--- config.mk ---
export PLATFORM = sky130hd
export DESIGN_NAME = trht_cell
export DESIGN_NICKNAME = d
export VERILOG_FILES = /design/src/trht_pkg.sv /design/src/trht_cell.sv
export SDC_FILE = /design/constraint.sdc
export NUM_CORES = 1
export LEC_CHECK = 0
export ABC_AREA = 1
export BUFFER_PORTS_ARGS = -buffer_cell sky130_fd_sc_hd__buf_2
export CAP_MARGIN = 10
export CELL_PAD_IN_SITES_DETAIL_PLACEMENT = 0
export CELL_PAD_IN_SITES_GLOBAL_PLACEMENT = 2
export CORE_ASPECT_RATIO = 0.9
export CORE_MARGIN = 8
export CORE_UTILIZATION = 30
export DETAILED_ROUTE_END_ITERATION = 8
export GPL_TIMING_DRIVEN = 0
export PLACE_DENSITY_LB_ADDON = 0.3
export SYNTH_ARGS = -nofsm -noshare
export SYNTH_HDL_FRONTEND = slang
export SYNTH_SLANG_ARGS = --single-unit
--- constraint.sdc ---
create_clock -name clk -period 1.6 [get_ports clk]
set_input_delay 0.24 -clock clk [delete_from_list [all_inputs] [get_ports clk]]
set_output_delay 0.24 -clock clk [all_outputs]
set_load 0.05 [all_outputs]
--- src/trht_pkg.sv ---
// Shared types, codes and helpers for the topmost rectangle hit test.
`default_nettype none
package trht_pkg;

	localparam int IDX_W     = 4;
	localparam int PCT_W     = 7;
	localparam int LEVEL_W   = 9;
	localparam int CHAR_W    = 8;
	localparam int PT_W      = 8;
	localparam int COUNT_W   = 5;
	localparam int CMP_W     = 9;

	localparam logic [CHAR_W-1:0] SPACE_CHAR = 8'd32;

	// pct*256/100 == pct*64/25 ~= (pct * 64 * ceil(2^17/25)) >> 17, exact for pct < 128
	localparam int SCALE_SHIFT = 17;
	localparam int PROD_W      = 26;
	localparam logic [PROD_W-1:0] PCT_RECIP = 26'd335552;

	typedef enum logic {
		CMD_LOAD  = 1'b0,
		CMD_QUERY = 1'b1
	} cmd_t;

	// transaction moving down the cell row
	typedef struct packed {
		logic              vld;
		cmd_t              cmd;
		logic [IDX_W-1:0]  idx;
		logic [PCT_W-1:0]  red;
		logic [PCT_W-1:0]  green;
		logic [PCT_W-1:0]  blue;
		logic [CHAR_W-1:0] label;
	} op_t;

	// running query result
	typedef struct packed {
		logic              hit;
		logic [IDX_W-1:0]  hit_index;
		logic [PCT_W-1:0]  red;
		logic [PCT_W-1:0]  green;
		logic [PCT_W-1:0]  blue;
		logic [CHAR_W-1:0] glyph;
	} res_t;

	function automatic logic [LEVEL_W-1:0] scale_pct(input logic [PCT_W-1:0] pct);
		logic [PROD_W-1:0] prod;
		prod = PROD_W'(pct) * PCT_RECIP;
		return prod[SCALE_SHIFT +: LEVEL_W];
	endfunction

endpackage
`default_nettype wire

--- src/trht_cell.sv ---
// One table entry plus its stage of the query/load row.
`default_nettype none
module trht_cell import trht_pkg::*; #(
	parameter int INDEX      = 0,
	parameter int COORD_BITS = 8
) (
	input  wire logic                       clk,
	input  wire logic                       arst_n,
	input  wire logic                       advance,
	input  wire logic [COUNT_W-1:0]         count,
	input  wire op_t                        in_op,
	input  wire logic [3:0][COORD_BITS-1:0] in_crd,
	input  wire res_t                       in_res,
	output op_t                             out_op,
	output logic [3:0][COORD_BITS-1:0]      out_crd,
	output res_t                            out_res
);

	localparam logic [CMP_W-1:0] MY_IDX = CMP_W'(INDEX);

	logic [COORD_BITS-1:0] left_q, bottom_q, right_q, top_q;
	logic [PCT_W-1:0]      red_q, green_q, blue_q;
	logic [CHAR_W-1:0]     label_q;

	logic                  op_vld_s1;
	op_t                   op_s1;
	logic [3:0][COORD_BITS-1:0] crd_s1;
	res_t                  res_s1;

	logic                  do_load;
	logic                  match;
	res_t                  res_nxt;

	always_comb begin
		do_load = in_op.vld && (in_op.cmd == CMD_LOAD) && (CMP_W'(in_op.idx) == MY_IDX);
		match   = (in_op.cmd == CMD_QUERY) && (CMP_W'(count) > MY_IDX) &&
		          (in_crd[0] >= left_q) && (in_crd[1] >= bottom_q) &&
		          (in_crd[0] <= right_q) && (in_crd[1] <= top_q);
		res_nxt = in_res;
		if (match) begin
			res_nxt.hit       = 1'b1;
			res_nxt.hit_index = IDX_W'(INDEX);
			res_nxt.red       = red_q;
			res_nxt.green     = green_q;
			res_nxt.blue      = blue_q;
			res_nxt.glyph     = label_q;
		end
	end

	// entry storage, undefined until loaded
	always_ff @(posedge clk) begin
		if (advance && do_load) begin
			left_q   <= in_crd[0];
			bottom_q <= in_crd[1];
			right_q  <= in_crd[2];
			top_q    <= in_crd[3];
			red_q    <= in_op.red;
			green_q  <= in_op.green;
			blue_q   <= in_op.blue;
			label_q  <= in_op.label;
		end
	end

	always_ff @(posedge clk or negedge arst_n) begin
		if (!arst_n) begin
			op_vld_s1 <= 1'b0;
		end else if (advance) begin
			op_vld_s1 <= in_op.vld;
		end
	end

	always_ff @(posedge clk) begin
		if (advance) begin
			op_s1  <= in_op;
			crd_s1 <= in_crd;
			res_s1 <= res_nxt;
		end
	end

	always_comb begin
		out_op     = op_s1;
		out_op.vld = op_vld_s1;
		out_crd    = crd_s1;
		out_res    = res_s1;
	end

endmodule
`default_nettype wire

==> flow_summary.ini <==
[floorplan]
die_area_um2 = 26000
die_w_um = 169
io_pins = 210
die_h_um = 154
rows = 50
core_area_um2 = 20700
start_util_pct = 30.5

[critical_path]
cp-end-kind = flop
r2r_slack_ns = -0.32
critPathLaunchType = flop
r2r-end = out_res[9]
required_ns = 1.78
timing.rr.start = right_q[4]
crit_arrival_ns = 2.10
reg2reg_depth = 12
worstSetupPathType = flop to flop
crit_fanout = 10

[layout]
nets = 841
finalNonFillerCells = 998
area_growth_pct = 44.5
diodes = 0
drive_above_1_share_pct = 44.5

[global_route]
grt_max_degree = 29
grt-ovfl-total = 0
grt_pass1_vias = 4476
grt_first_pass_wirelength_mm = 24.9
antenna_found_initial = 2
grtUsageTotal_pct = 12.6

[sta]
maxSlewHeadroom_pct = 79.8
setup_violations = 34
max_slew.worst_pin.slew_ns = 0.300
finalSetupTns_ns = -10.26
hold_viol = 0
max_freq_mhz = 521
holdWs_ns = 0.0177
period_share_pct = 120
fin_skew_ns = 0.0109
rsz0062_at_grt = true
slew_viol_final = 0
setup_ws_ns = -0.321
period_minus_slack_ns = 1.92

[clocking]
cts-root-buf = clkbuf_16
cts_inserted_buffers = 17
path_clk_slew_ns = 0.07
ctsHtreeMaxLevel = 4
cts_buffer_depth = 2
clock_sinks = 162
clock_latency_ns = 0.42
cts_tree = yes

[pwr]
peakVddDrop_mv = 0.630
power_density_nw_per_um2 = 1150
power_leakage_nw = 3.93

[yosys]
syn_area_um2 = 6320
yosys_warnings = 0
syn_nets = 569
ys_types = 22
yosysSeqAreaShare_pct = 76.9
synth_cells = 428
synth_seq_cells = 162
syn_area_per_cell_um2 = 14.8

[routing]
wl_per_cell_um = 16.3
drt-initial-drc-count = 161
firstDrtPassIters = 4
vias = 4136
ant_nets = 0
drc = 0
vias_per_cell = 4.14
wl_mm = 16.3

[place]
dp_hpwl_mm = 11.8
preCtsSetupSlack_ns = -1.43
io_buffers = 209
place.gp.congestion = 0.726
dp_cells = 929

[hold_path]
worstHoldStart = in_crd[16]
hold-path-endpoint = out_crd[16]
hold_depth = 1
hp-class = input pin to flop

[run]
max_cap_violations = 0

[run_status]
violations = setup timing
outcome = finished with violations
## final cells by class
cell class              count  area [um^2]
plain buffers              10          129
clock buffers              17          425
clock inverters            14          154
fillers                  1907        11600
inverters                  52          203
multi-input cells         204         1420
flip-flops and latches    162         4860
well taps                 286          358
repair buffers            253         1570
## Yosys cell counts (all sizes together)
cell type | count | area (um^2)
buf | 10 | 77.6
or3 | 1 | 6.26
o21a | 1 | 7.51
nor2 | 20 | 82.6
a21o | 3 | 22.5
nand2 | 102 | 383
o21ai | 2 | 10.0
nand4 | 2 | 12.5
a21oi | 9 | 48.8
nand3 | 31 | 205
inv | 52 | 195
ha | 32 | 400
edfxtp | 161 | 4830
nor4 | 1 | 6.26
dfrtp | 1 | 25.0
## cells in the final DEF (no fill, tap or decap), types with 5 or more instances in the layout
cell             n
a21oi_1          5
buf_6            5
ha_4             9
edfxtp_1       161
buf_2          210
inv_1           47
nand3_1         19
buf_8            6
ha_1            23
clkbuf_16       17
nand2_2          9
nor2_1           9
buf_4            6
nand2_1         91
nand3_2         12
nor2_2           7
dlygate4sd3_1   30
## critical path: stages, from the launching register on
cell and delay (ns):
edfxtp_1 0.34, inv_1 0.07, ha_4 0.28, nand2_4 0.04
nor2_4 0.11, nand3_2 0.09, nor2_4 0.13, a21oi_4 0.05
nor2_4 0.18, nand2_4 0.11, buf_6 0.16, nand2_1 0.06
nand2_1 0.05
## cells by family after synthesis
kind of cell	synth area share, %
buffers and inverters	4.32
DFF	76.9
AOI/OAI and AO/OA	1.41
adders and majority gates	6.34
and+or+nand+nor	11.0
## stage by stage
stage / total power, mW / area (um^2) / util [%]
after floorplan: 5.91 / 6370 / -
after global placement: 6.38 / 7770 / 37.5
after detailed placement: 6.41 / 7870 / 38.0
after CTS: 10.6 / 8970 / 43.3
after global routing: 10.9 / 9130 / 44.1
final: 10.5 / 9130 / 44.1
## per-layer routing
metal,share of wire [%],vias up,wire length (um),global-route usage (%)
li1,-,2038,-,-
met1,41,1942,6690,14.1
met2,49,136,7910,21.0
met4,1.2,4,191,4.33
met5,0.11,-,18,0
met3,9.0,16,1470,5.58
## report_power, final
group / total, mW / internal [mW] / switching [mW]
Combinational: 1.50 / 0.430 / 1.06
Clock: 4.04 / 2.31 / 1.73
Sequential: 4.94 / 4.89 / 0.0472
Total: 10.5 / 7.64 / 2.84
## registers in the layout (all words and copies together) (netlist names)
signal,cells
blue_q,7
bottom_q,8
green_q,7
label_q,8
left_q,8
op_vld_s1,1
out_crd,32
out_op,34
out_res,34
red_q,7
right_q,8
top_q,8
## what timing repair did
action,in CTS,in global routing
hold buffers,30,0
buffers inserted,2,4
setup endpoints to repair,95,34
endpoints found under the hold margin,57,0
cloned,2,0
gates resized for setup,33,24
pin swaps,4,4
## how the worst max path moves through the flow
| stage | slack, ns | cells after the start | end | startpoint |
|---|---|---|---|---|
| after floorplan | -1.41 | 2 | blue_q[0] | in_op[29] |
| after global placement | -4.56 | 3 | left_q[5] | advance |
| after detailed placement | -1.43 | 7 | left_q[5] | advance |
| after CTS | -0.34 | 12 | out_res[18] | right_q[4] |
| after global routing | -0.46 | 12 | out_res[16] | right_q[5] |
| final | -0.32 | 12 | out_res[9] | right_q[4] |
Power figures use the tool's default switching activity.
